$ cat src/hdl/stps_pkg.sv
`default_nettype none

package stps_pkg;

  // Fixed field widths of the ports
  localparam int unsigned CMD_W    = 1;
  localparam int unsigned IDX_W    = 10;
  localparam int unsigned IN_KEY_W = 32;
  localparam int unsigned CNT_W    = 11;
  localparam int unsigned POS_W    = 11;

  // Command codes
  localparam logic [CMD_W-1:0] CMD_WRITE  = 1'b0;
  localparam logic [CMD_W-1:0] CMD_SEARCH = 1'b1;

  // Position reported when the key lies below the entry checked last
  localparam logic [POS_W-1:0] POS_NONE = '1;

  // Status from the search sequencer to the top level
  typedef struct packed {
    logic busy;
    logic done;
  } stps_status_t;

endpackage

`default_nettype wire

$ cat src/hdl/stps_ctrl.sv
`default_nettype none

// Binary search sequencer: one table read and one key compare per step
module stps_ctrl #(
  parameter int unsigned TABLE_DEPTH = 1024,
  parameter int unsigned KEY_WIDTH   = 32
) (
  input  wire logic                                  clk,
  input  wire logic                                  rst_n,
  input  wire logic                                  search_go,
  input  wire logic signed [KEY_WIDTH-1:0]           search_key,
  input  wire logic [((($clog2(TABLE_DEPTH+1)) > stps_pkg::CNT_W) ?
                      ($clog2(TABLE_DEPTH+1)) : stps_pkg::CNT_W)-1:0] entry_count,
  output logic                                       rd_en,
  output logic [$clog2(TABLE_DEPTH)-1:0]             rd_addr,
  input  wire logic [KEY_WIDTH-1:0]                  rd_data,
  output stps_pkg::stps_status_t                     status,
  output logic [stps_pkg::POS_W-1:0]                 found_position
);

  localparam int unsigned AW  = $clog2(TABLE_DEPTH);
  localparam int unsigned CW  = $clog2(TABLE_DEPTH + 1);
  localparam int unsigned NW  = (CW > stps_pkg::CNT_W) ? CW : stps_pkg::CNT_W;
  localparam int unsigned PXW = (CW > stps_pkg::POS_W) ? CW : stps_pkg::POS_W;

  localparam logic [1:0] S_IDLE = 2'd0;
  localparam logic [1:0] S_CMP  = 2'd1;
  localparam logic [1:0] S_FIN  = 2'd2;

  logic [1:0]                  state_r, state_nxt;
  logic [CW-1:0]               top_r, top_nxt;
  logic [CW-1:0]               bottom_r, bottom_nxt;
  logic [AW-1:0]               mid_r, mid_nxt;
  logic signed [KEY_WIDTH-1:0] key_r, key_nxt;

  logic [CW-1:0]               n_clamp;
  logic [CW-1:0]               n_half;
  logic [CW-1:0]               mid_ext;
  logic signed [KEY_WIDTH-1:0] entry;
  logic                        key_gt, key_eq, key_lt;
  logic [CW-1:0]               nt, nb;
  logic [CW:0]                 bound_sum;
  logic [CW-1:0]               nmid;
  logic                        cont;
  logic [PXW-1:0]              mid_pos, bottom_pos;

  // Count of zero searches entry 0 only; large counts saturate to the depth
  always_comb begin
    if (entry_count == '0) begin
      n_clamp = CW'(1);
    end else if (entry_count > NW'(TABLE_DEPTH)) begin
      n_clamp = CW'(TABLE_DEPTH);
    end else begin
      n_clamp = entry_count[CW-1:0];
    end
  end

  // First probe: half the clamped count, always below the depth
  assign n_half = n_clamp >> 1;

  // Shared compare of the key against the entry just read
  assign entry   = $signed(rd_data);
  assign key_gt  = key_r > entry;
  assign key_eq  = key_r == entry;
  assign key_lt  = key_r < entry;
  assign mid_ext = CW'(mid_r);

  // Narrowed bounds and the next probe
  always_comb begin
    if (key_gt) begin
      nt = top_r;
      nb = mid_ext;
    end else begin
      nt = mid_ext;
      nb = bottom_r;
    end
  end
  assign bound_sum = {1'b0, nt} + {1'b0, nb};
  assign nmid      = bound_sum[CW:1];
  assign cont      = nt > (nb + CW'(1));

  assign mid_pos    = PXW'(mid_r);
  assign bottom_pos = PXW'(bottom_r);

  // Sequencer
  always_comb begin
    state_nxt      = state_r;
    top_nxt        = top_r;
    bottom_nxt     = bottom_r;
    mid_nxt        = mid_r;
    key_nxt        = key_r;
    rd_en          = 1'b0;
    rd_addr        = mid_r;
    status.busy    = state_r != S_IDLE;
    status.done    = 1'b0;
    found_position = mid_pos[stps_pkg::POS_W-1:0];
    unique case (state_r)
      S_IDLE: begin
        if (search_go) begin
          key_nxt    = search_key;
          top_nxt    = n_clamp;
          bottom_nxt = '0;
          rd_en      = 1'b1;
          if (n_clamp > CW'(1)) begin
            mid_nxt   = n_half[AW-1:0];
            rd_addr   = n_half[AW-1:0];
            state_nxt = S_CMP;
          end else begin
            rd_addr   = '0;
            state_nxt = S_FIN;
          end
        end
      end
      S_CMP: begin
        if (key_eq) begin
          status.done = 1'b1;
          state_nxt   = S_IDLE;
        end else begin
          top_nxt    = nt;
          bottom_nxt = nb;
          rd_en      = 1'b1;
          if (cont) begin
            mid_nxt   = nmid[AW-1:0];
            rd_addr   = nmid[AW-1:0];
            state_nxt = S_CMP;
          end else begin
            rd_addr   = nb[AW-1:0];
            state_nxt = S_FIN;
          end
        end
      end
      S_FIN: begin
        status.done = 1'b1;
        if (key_lt) begin
          found_position = stps_pkg::POS_NONE;
        end else begin
          found_position = bottom_pos[stps_pkg::POS_W-1:0];
        end
        state_nxt = S_IDLE;
      end
      default: begin
        state_nxt = S_IDLE;
      end
    endcase
  end

  always_ff @(posedge clk) begin
    if (!rst_n) begin
      state_r <= S_IDLE;
    end else begin
      state_r <= state_nxt;
    end
  end

  always_ff @(posedge clk) begin
    top_r    <= top_nxt;
    bottom_r <= bottom_nxt;
    mid_r    <= mid_nxt;
    key_r    <= key_nxt;
  end

endmodule

`default_nettype wire

$ cat config.mk
export PLATFORM = sky130hd
export DESIGN_NAME = stps_ctrl
export DESIGN_NICKNAME = d
export VERILOG_FILES = /design/src/hdl/stps_pkg.sv /design/src/hdl/stps_ctrl.sv
export SDC_FILE = /design/constraint.sdc
export NUM_CORES = 1
export LEC_CHECK = 0
export BUFFER_PORTS_ARGS = -buffer_cell sky130_fd_sc_hd__buf_4
export CORE_ASPECT_RATIO = 0.8
export CORE_MARGIN = 3
export CORE_UTILIZATION = 44
export DETAILED_ROUTE_END_ITERATION = 16
export HOLD_SLACK_MARGIN = 0.08
export PLACE_DENSITY = 0.66
export SLEW_MARGIN = 5
export SYNTH_ARGS = -nofsm -noshare
export SYNTH_HDL_FRONTEND = slang
export SYNTH_SLANG_ARGS = --single-unit
$ cat constraint.sdc
create_clock -name clk -period 13.6 [get_ports clk]
set_clock_uncertainty 0.2 [all_clocks]
set_input_delay 0.68 -clock clk [delete_from_list [all_inputs] [get_ports clk]]
set_output_delay 0.68 -clock clk [all_outputs]
set_load 0.01 [all_outputs]
Word level (Yosys, flattened, before mapping) --
Index checks and enable logic that the tools add are counted.
Storage, ports and cells: output and inout bits 24, bits in registers 66, bits of input ports 78, logic and storage cells 58
Cells by class: eq/ne operators 7, add/subtract/negate cells 2, $lt $le $gt $ge 5, reduce and logical (&&, ||, !) cells 7, multiplexer cells 32
Operator list (number):
- 2-to-1 mux 11 bit | 10
- 2-to-1 mux 10 bit | 8
- one-hot mux 11 bit (2 select lines) | 2
- one-hot mux 10 bit (2 select lines) | 2
- == test 32 bit | 1
- greater-than comparator 32 bit | 1
- < comparator 32 bit | 1
- adder 11 x 1 -> 11 bit (second input constant) | 1
- adder 11 bit | 1
- greater-than comparator 11 x 1 -> 1 bit (second input constant) | 1
- greater-than comparator 11 bit | 1
- greater-than comparator 11 bit (second input constant) | 1
- logical NOT 11 bit | 1
- 2-to-1 mux 2 bit | 4
- inequality test 2 bit (second input constant) | 4
- AND reduction 5 bit | 1
- one-hot mux 1 bit (2 select lines) | 2
- one-hot mux 2 bit (2 select lines) | 1
- nonzero test 2 bit | 2
- 2-to-1 mux 1 bit | 3
- AND reduction 3 bit | 1
- == test 2 x 1 -> 1 bit (second input constant) | 1
- == test 2 bit (second input constant) | 1
- logical NOT 2 bit | 1
- AND reduction 2 bit | 1

Logic depth before layout (Yosys ltp) --
Gate-level depths: netlist (run 1).
depth after elaboration 7, depth in mapped cells 24, depth with buffers taken out 23

Least setup slack after synthesis (run 1) --
OpenSTA, ideal clock, no wires.
path type input -> output, start in rd_data[14], end out rd_addr[0], required time 12.720 ns, arrival 5.316 ns, buffers on the path 2, setup slack 7.404 ns, stages 21, cells stage by stage inv_1 ha_1 a21oi_1 nand2_1 a221o_1 o31a_4 o21ba_1 buf_2 nand2_4 mux2_2 ha_1 o221ai_1 or2_0 a31oi_1 ha_1 a2111oi_0 nand2b_1 o21ai_1 clkbuf_1 mux2_2 o21ai_1
Between the ends: cells in the longest elaborated chain, start to end 7, elaborated cells on any way between the ends 10, classes of those cells add/sub: 2; order compare: 2; eq/ne: 1; mux: 5
Ends and longest elaborated chain:
- from (decl) | RTL line stps_ctrl.sv:16 | input wire logic [KEY_WIDTH-1:0] rd_data,
- greater-than comparator 32 bit * | RTL line stps_ctrl.sv:63 | assign key_gt = key_r > entry;
- 2-to-1 mux 11 bit * | RTL line stps_ctrl.sv:70 | if (key_gt) begin
- via nb[1] | RTL line stps_ctrl.sv:41 | logic [CW-1:0] nt, nb;
- adder 11 x 1 -> 11 bit | RTL line stps_ctrl.sv:80 | assign cont = nt > (nb + CW'(1));
- greater-than comparator 11 bit | RTL line stps_ctrl.sv:80
- 2-to-1 mux 10 bit * | RTL line stps_ctrl.sv:122 | if (cont) begin
- 2-to-1 mux 10 bit * | RTL line stps_ctrl.sv:115 | if (key_eq) begin
- one-hot mux 10 bit (2 select lines) * | RTL line stps_ctrl.sv:97 | unique case (state_r)
- to (decl) | RTL line stps_ctrl.sv:15 | output logic [$clog2(TABLE_DEPTH)-1:0] rd_addr,
Mark *: on every way through the listed nets, which the timed path passes. The rest lies on a longest branch.

Worst setup path after layout (run 1) --
start in rd_data[31], end out rd_addr[9]
Same word-level chain as after synthesis.

==> results of run 1 <==
logic make-up (layout without fill, tap and decap cells):
logic type	Yosys count	after routing	share of synthesized area [%]
flip-flops	66	66	36.8
buffers and inverters	80	183	6.04
multiplexers	16	16	3.27
AO/OA/AOI/OAI	169	169	21.4
AND/OR/NAND/NOR	166	166	16.4
adder cells (fa/ha/maj)	58	58	13.7
XOR/XNOR	14	14	2.30
layer usage:
layer	GRT usage [%]	vias up	wire [um]
li1	-	2294	-
met1	35.4	2240	7210
met2	31.2	214	6370
met3	5.34	24	1470
met4	5.47	0	202
met5	0	-	0
layout by cell type (no fill, tap or decap), drive strengths merged, types with 11 or more instances in the layout:
cell type	Yosys	routed
a21oi	50	50
buf	5	105
edfxtp	64	64
ha	56	56
inv	61	61
mux2	11	11
nand2	48	48
nand3	13	13
nand4	12	12
nor2	48	48
nor3	11	11
o21ai	51	51
xnor2	11	11
flip-flops by register name (all words and copies together) (netlist names):
register    cells
state_r         2
key_r          32
bottom_pos     11
mid_r          10
top_r          11
power breakdown:
| part | total (mW) | internal [mW] | switching (mW) |
|---|---|---|---|
| clock network | 0.248 | 0.159 | 0.0888 |
| registers | 0.410 | 0.337 | 0.0728 |
| logic | 1.20 | 0.490 | 0.714 |
| total | 1.86 | 0.987 | 0.876 |
per-stage QoR:
stage,area [um2],power [mW],setup WS (ns)
after floorplan,5330,1.22,7.40
after global placement,6220,1.57,6.67
after detailed placement,6220,1.59,6.47
after CTS,6530,1.85,6.43
after global routing,6530,2.00,5.99
final,6530,1.86,6.31
worst register-to-register path: stages, from the launching register on:
cell and delay (ns):
edfxtp_1 0.36, ha_1 0.45, nand4_4 0.19, nor4_1 0.44, and2_1 0.74, nor2_2 0.04, buf_4 0.25, mux2i_1 0.22
inv_1 0.12, ha_1 0.26, o221ai_1 0.21, or2_0 0.27, a31oi_1 0.18, ha_1 0.28, nand4_1 0.11, o32ai_1 0.08
a21oi_1 0.12, o21ai_1 0.11, buf_4 0.24, a221oi_2 0.96
final cells by class:
| type | count | share of cell area [%] |
|---|---|---|
| clock inverter | 6 | 1.25 |
| clock buffer | 10 | 3.51 |
| inverter | 62 | 3.57 |
| timing repair buffer | 105 | 12.1 |
| multi-input combinational | 423 | 46.7 |
| tap | 148 | 2.84 |
| sequential | 66 | 30.1 |
final timing paths:
check	depth (start not counted)	to	startpoint	slack (ns)
hold reg to reg	2	state_r[0]$_SDFFE_PN0P_	state_r[0]$_SDFFE_PN0P_	0.38
setup reg to reg	19	mid_r[8]$_DFFE_PP_	key_r[31]$_DFFE_PP_	7.42
hold / removal	1	key_r[18]$_DFFE_PP_	search_key[18]	0.33
setup / recovery	24	rd_addr[9]	rd_data[31]	6.31
==> results.cfg, run 1 <==
[sta]
clock.fmax_mhz = 137
worst_hold_slack_ns = 0.326
period_needed_ns = 7.29
hold_violations = 0
period_share_pct = 53.6
slew_violations = 0
tightest_slew_ns = 1.13
rsz0062_at_grt = no
slew_headroom_pct = 24.9
final.setup.tns_ns = 0
finalSetupViolations = 0

[finish]
fin_cells = 820
ff_latch_area_um2 = 1960
fillCellCount = 1051
layout-drive-gt1-share_pct = 23.1
insertedDiodeCount = 0
fin_nets = 802
multiInputGateArea_um2 = 3050
finalCoreUtilization_pct = 56.0
area_growth_syn_to_layout_pct = 22.6

[floorplanning]
core_um2 = 11600
die-height_um = 104
ios = 102
initial_utilization_pct = 45.7
fp.dieArea_um2 = 13500
row_count = 35
die_w_um = 129

[route]
drc = 0
firstDrtPassIters = 5
first_iter_violations = 452
ant_nets = 0
vias = 4772
drt-wirelength-per-cell_um = 18.6
vias_per_cell = 5.82
wl_mm = 15.2

[yosys]
synth_cell_type_count = 77
synthArstFlopShare_pct = 0
yosysSeqAreaShare_pct = 36.8
yosysWarnings = 0
synth.avg_cell_area_um2 = 9.36
synth_top_area_share_pct = 36.1
synth_area_um2 = 5330
synth_area_leader_cell = edfxtp_1
synth_common_cells = edfxtp_1, inv_1, ha_1
synth_most_common_cell = edfxtp_1
synth_fp_nets = 704
synth_area_leaders = edfxtp_1, ha_1, a21oi_1
syn_inst = 569
synth_edf_count = 64
ys_ff_latch = 66
synth-main-ff-cell = edfxtp_1

[global_routing]
grt_start_max_net_pins = 35
grt_pass1_wl_mm = 24.2
grt_antenna_before_repair = 0
track_usage_pct = 22.7
grt_pass1_vias = 4572
grt.overflow.total = 0

[clocking]
holdBufCountCts = 0
clkTransAtPathRegs_ns = 0.06
h-tree-depth = 3
insertion_delay_ns = 0.33
cts_sinks = 66
postCtsResizedCells = 0
postCtsSetupRepairBufs = 0
cts_root_buf = clkbuf_16
numCtsBuffers = 9
clk_path_buf_depth = 2
cts_tree = done

[critical_path]
critPathArrivalTime_ns = 6.41
crit_family = compound AO/OA/AOI/OAI gates
cp-end-kind = output pin
critical-path-slowest-cell = and2_1
cp_common_cell = buf_4
required_ns = 12.72
start_kind = primary input
max_stage_delay_ns = 0.74
crit_fanout = 24
crit_path_cell_trace = buf_4 > inv_1 > ha_1 > nand4_4 > nor4_1 > and2_1 > nor2_2 > buf_4 > mux2i_1 > inv_1 > ha_1 > o221ai_1 > or2_0 > a31oi_1 > ha_1 > a2111oi_0 > nand2b_1 > o21ai_1 > buf_4 > a21oi_1 > o21ai_0 > o31a_1 > a211oi_2 > buf_4
path_buf_inv = 6
worstSetupPathType = primary input to output pin

[power]
ir_drop_mv = 0.162
power.density_nw_per_um2 = 285
total_leakage_power_nw = 2.86

[placement]
dp.final_hpwl_mm = 11.7
dp_cells = 804
globalplace.congestion = 0.982
port_buffers = 101

[worst_hold_path]
hold_path.class = primary input to flip-flop

[run_status]
status = complete, no violations

[run]
cap_viol_max_count = 0
No activity file was read; power rests on OpenSTA's default activity.
==> run 2: changes to the inputs <==
ABC_AREA = 1   (was not set)
clock period = 7.6 ns   (was 13.6 ns; I/O delays follow)
==> results.cfg, run 2 <==
[placement]
placed_area_um2 = 5960
port_buffers = 101
dp.final_hpwl_mm = 10.6
globalplace.congestion = 0.920

[finish]
layout-drive-gt1-share_pct = 18.6
multiInputGateArea_um2 = 2620
fillCellCount = 991
insertedDiodeCount = 0
design_area_um2 = 6550
fin_nets = 896
ff_latch_area_um2 = 1960
largest_reg_flops = 32
regMostFlops = key_r
final_common_cell = nand2_1
area_growth_syn_to_layout_pct = 29.7
mostFrequentLayoutCells = nand2_1, inv_1, buf_4, edfxtp_1, ha_1

[global_routing]
grt_pass1_vias = 4466
grt_antenna_before_repair = 0
grt_start_max_net_pins = 43
grt.overflow.total = 0
track_usage_pct = 21.9
grt_pass1_wl_mm = 22.1

[floorplanning]
core_um2 = 11000
fp.dieArea_um2 = 12800
initial_utilization_pct = 45.8
die_w_um = 126
row_count = 34
ios = 102
die-height_um = 102

[yosys]
synth_area_leader_cell = edfxtp_1
synth_area_um2 = 5050
synth_most_common_cell = nand2_1
synth_edf_count = 64
yosysSeqAreaShare_pct = 38.9
yosysWarnings = 0
synth_common_cells = nand2_1, inv_1, edfxtp_1
synth_area_leaders = edfxtp_1, ha_1, nand2_1
synth.avg_cell_area_um2 = 8.08
ys_ff_latch = 66
syn_inst = 625
synthArstFlopShare_pct = 0
synth_top_area_share_pct = 38.1
synth_cell_type_count = 47
synth_fp_nets = 760
synth-main-ff-cell = edfxtp_1

[sta]
finalSetupViolations = 0
tightest_slew_ns = 0.941
slew_violations = 0
final.setup.tns_ns = 0
hold_violations = 0
period_share_pct = 78.2
period_needed_ns = 5.95
slew_headroom_pct = 37.2
clock.fmax_mhz = 168
rsz0062_at_grt = no

[clocking]
cts_tree = done
clkTransAtPathRegs_ns = 0.05
clk_path_buf_depth = 2
numCtsBuffers = 9
h-tree-depth = 3
insertion_delay_ns = 0.33
cts_sinks = 66
cts_root_buf = clkbuf_16

[critical_path]
required_ns = 7.02
r2r_end = mid_r[3]$_DFFE_PP_
worstSetupPathType = flip-flop to output pin
r2r_slack_ns = 2.66
start_kind = flip-flop
crit_fanout = 22
critical-path-slowest-cell = nor2_1
reg2regPathDepth = 26
r2r_start = key_r[11]$_DFFE_PP_
cp_common_cell = nand2_1
critPathArrivalTime_ns = 5.37
cp-end-kind = output pin
max_stage_delay_ns = 0.61

[route]
first_iter_violations = 304
ant_nets = 0
wl_mm = 13.8
vias = 4595
firstDrtPassIters = 5
drc = 0
drt-wirelength-per-cell_um = 15.2
vias_per_cell = 5.06

[worst_hold_path]
whs_path_depth = 3
hold_path.class = primary input to flip-flop
min-delay-start = entry_count[0]
min_to = top_r[0]$_DFFE_PP_

[power]
total_leakage_power_nw = 3.19
ir_drop_mv = 0.322
power.density_nw_per_um2 = 433

[run_status]
status = complete, no violations

[run]
cap_viol_max_count = 0
## run 2: cell count changes in the layout (fill, tap and decap cells not counted), moves of 6 or more
cell / change
nand2_1: +115
inv_1: +47
dlygate4sd3_1: +33
a21oi_1: -21
o21ai_1: -13
a22o_1: -10
nand3_1: +9
mux2_2: -8
nor2b_1: -8
a211oi_1: -6
and3_1: -6
xor2_1: +6
## run 2: stage by stage
| stage | hold slack, ns | worst slack [ns] | cells | power, mW | utilization, % |
|---|---|---|---|---|---|
| finish | 0.244 | 1.65 | 909 | 2.84 | 59.4 |
| global route | 0.248 | 1.03 | 909 | 3.08 | 59.4 |
| CTS | 0.210 | 1.69 | 909 | 2.82 | 59.4 |
| detailed placement | 0.359 | 1.91 | 861 | 2.41 | 54.1 |
| global placement | 0.358 | 2.03 | 861 | 2.40 | 54.1 |
| floorplan | 0.279 | 2.69 | 625 | 1.84 | - |
## run 2: layout make-up
| class | count | share of cell area [%] |
|---|---|---|
| well taps | 144 | 2.75 |
| repair buffers | 137 | 17.0 |
| flip-flops and latches | 66 | 30.0 |
| clock buffers | 9 | 3.44 |
| inverters | 111 | 6.40 |
| multi-input cells | 436 | 39.9 |
| clock inverters | 6 | 0.535 |
## run 2: kinds of logic (layout without fill, tap and decap cells)
kind of cell	after synthesis	count (layout)	synth area share, %
flip-flops	66	66	38.9
buffers and inverters	123	263	9.37
AO/OA/AOI/OAI	102	102	12.2
XOR/XNOR	17	17	2.95
adder cells (fa/ha/maj)	57	57	14.3
AND/OR/NAND/NOR	260	260	22.3
## run 2: worst max-delay path: cells and delay by family, from the launching register on
| family | cells | cell delay [ns] |
|---|---|---|
| XOR/XNOR | 1 | 0.15 |
| flip-flops | 1 | 0.37 |
| adder cells (fa/ha/maj) | 3 | 0.85 |
| AO/OA/AOI/OAI | 7 | 1.03 |
| AND/OR/NAND/NOR | 16 | 2.20 |
| buffers and inverters | 2 | 0.44 |
## run 2: worst max path at each step
stage / start / to / cells after the start
floorplan: rd_data[31] / mid_r[0]$_DFFE_PP_ / 23
global placement: rd_data[11] / rd_addr[3] / 31
detailed placement: rd_data[9] / rd_addr[6] / 33
CTS: key_r[31]$_DFFE_PP_ / rd_addr[6] / 28
global route: key_r[23]$_DFFE_PP_ / rd_addr[3] / 28
finish: key_r[11]$_DFFE_PP_ / rd_addr[6] / 29
## run 2: per-layer routing
metal  track usage [%]  vias up  wire length (um)
met5                 0        -                 0
met4              5.03        0               151
met3              5.02       14              1120
met2              33.3      177              5810
met1              32.0     2059              6700
li1                  -     2345                 -
## run 2: power by group
part | total (mW) | internal [mW] | leakage (nW) | switching [mW]
combinational | 1.77 | 0.650 | 2.42 | 1.12
sequential | 0.693 | 0.603 | 0.643 | 0.0903
clock | 0.372 | 0.216 | 0.127 | 0.156
## run 2: what timing repair did
item	4_1_cts	5_1_grt
hold buffers	33	0
setup buffers	0	0
hold endpoints to repair	33	0
gates resized for setup	0	0
==> run 3: changes to the inputs <==
clock period = 5.5 ns   (was 7.6 ns; I/O delays follow)
==> results.cfg, run 3 (synthesis gave the netlist of run 2 again) <==
[run_status]
status = complete, no violations

[sta]
final.setup.tns_ns = 0
tightest_slew_ns = 1.01
worst_hold_slack_ns = 0.130
finalSetupViolations = 0
slew_headroom_pct = 32.5
period_share_pct = 95.6
setup_slack_ns = 0.241
hold_violations = 0
slew_violations = 0
clock.fmax_mhz = 190
period_needed_ns = 5.26

[floorplanning]
die_w_um = 126
ios = 102
fp.dieArea_um2 = 12800
core_um2 = 11000
die-height_um = 102
row_count = 34
initial_utilization_pct = 45.8

[placement]
port_buffers = 101
globalplace.congestion = 0.934
dp.final_hpwl_mm = 10.7
preCtsSetupSlack_ns = 0.253
dp_cells = 866

[global_routing]
track_usage_pct = 21.9
grt_antenna_before_repair = 0
grt_start_max_net_pins = 43
grt_pass1_vias = 4653
grt.overflow.total = 0
grt_pass1_wl_mm = 22.2

[critical_path]
cp_common_cell = nand2_2
start_kind = flip-flop
max_stage_delay_ns = 0.41
r2r_end = mid_r[7]$_DFFE_PP_
crit_family = simple AND/OR/NAND/NOR gates
cp-end-kind = output pin
path_buf_inv = 3
r2r_slack_ns = 0.64
reg2regPathDepth = 26
critical-path-slowest-cell = edfxtp_1
r2r_start = key_r[31]$_DFFE_PP_
crit_fanout = 11
worstSetupPathType = flip-flop to output pin
critPathArrivalTime_ns = 4.78
required_ns = 5.03

[route]
vias_per_cell = 5.21
first_iter_violations = 400
firstDrtPassIters = 5
drt-wirelength-per-cell_um = 15.5
vias = 4815
ant_nets = 0
wl_mm = 14.4
drc = 0

[finish]
area_growth_syn_to_layout_pct = 37.0
final_common_cell = nand2_1
fin_nets = 910
fillCellCount = 955
largest_reg_flops = 32
layout-drive-gt1-share_pct = 22.7
multiInputGateArea_um2 = 2760
mostFrequentLayoutCells = nand2_1, buf_4, inv_1, edfxtp_1, ha_1
ff_latch_area_um2 = 1960
fin_cells = 924
insertedDiodeCount = 0
regMostFlops = key_r

[worst_hold_path]
min-delay-start = entry_count[10]
hold_path.class = primary input to flip-flop
min_to = mid_r[9]$_DFFE_PP_
whs_path_depth = 3

[clocking]
insertion_delay_ns = 0.34
clk_path_buf_depth = 2
cts_sinks = 66
clkTransAtPathRegs_ns = 0.06
cts_tree = done
numCtsBuffers = 9
h-tree-depth = 3
cts_root_buf = clkbuf_16

[power]
total_leakage_power_nw = 3.32
ir_drop_mv = 0.392
power.density_nw_per_um2 = 633
power_mw = 4.38

[run]
cap_viol_max_count = 0
==> run 3: cell count changes in the layout (fill, tap and decap cells not counted), sizes merged <==
cell,previous run,this run
buf,104,117
bufinv,0,4
clkinv,5,3
clkinvlp,2,1
inv,110,111
==> run 3: cell type report <==
| class | count | area share, % |
|---|---|---|
| clock buffers | 9 | 3.25 |
| clock inverters | 7 | 2.02 |
| inverters | 111 | 6.27 |
| multi-input cells | 436 | 39.9 |
| flip-flops and latches | 66 | 28.3 |
| well taps | 144 | 2.60 |
| repair buffers | 150 | 17.5 |
| repair inverters | 1 | 0.127 |
==> run 3: power breakdown <==
| part | switching (mW) | internal (mW) |
|---|---|---|
| registers | 0.125 | 0.834 |
| clock network | 0.226 | 0.489 |
| logic | 1.66 | 1.04 |
==> run 3: stage by stage <==
stage | area (um2) | utilization (%)
after floorplan | 5050 | -
after global placement | 5990 | 54.4
after detailed placement | 5990 | 54.4
after CTS | 6700 | 60.8
after global routing | 6920 | 62.8
final | 6920 | 62.8
==> run 3: worst register-to-register path: stages (launching register included) <==
cell	delay [ns]
edfxtp_1	0.41
ha_4	0.31
nand2_1	0.09
nor2_2	0.14
nand2_2	0.10
nor2_1	0.14
nand2_2	0.09
nand2_2	0.08
nand2_4	0.06
nand3_4	0.19
clkinv_8	0.12
o21ai_4	0.23
ha_4	0.17
nand2_2	0.07
nor2_4	0.12
nand3_2	0.10
nor2_2	0.12
nand2_1	0.08
xor2_1	0.15
ha_1	0.30
nand2_1	0.08
o21a_1	0.20
o21ai_2	0.13
nand2_2	0.13
buf_4	0.17
a211oi_1	0.30
buf_4	0.26
==> run 3: worst max-delay path by stage <==
stage,start,endpoint,slack (ns),cells after the start
6_report,key_r[31]$_DFFE_PP_,rd_addr[3],0.24,29
5_1_grt,key_r[15]$_DFFE_PP_,rd_addr[3],-0.07,31
4_1_cts,key_r[31]$_DFFE_PP_,rd_addr[6],0.0004,28
3_5_place_dp,rd_data[31],rd_addr[3],0.25,30
3_3_place_gp,rd_data[31],rd_addr[0],0.36,30
2_1_floorplan,key_r[31]$_DFFE_PP_,mid_r[0]$_DFFE_PP_,0.65,22
==> run 3: per-layer routing <==
layer	global-route usage, %	vias up	share of wire [%]
li1	-	2377	-
met4	6.18	0	1.2
met2	34.6	182	45
met3	4.44	17	7.4
met1	30.9	2239	46
met5	0	-	0
==> run 3: what timing repair did <==
| item | in CTS | in global routing |
|---|---|---|
| hold buffers | 33 | 0 |
| resized for setup | 6 | 32 |
| buffers inserted | 0 | 8 |
| endpoints found under the hold margin | 34 | 0 |
| pin swaps | 0 | 9 |
| gates cloned | 0 | 1 |
| setup endpoints to repair | 8 | 10 |
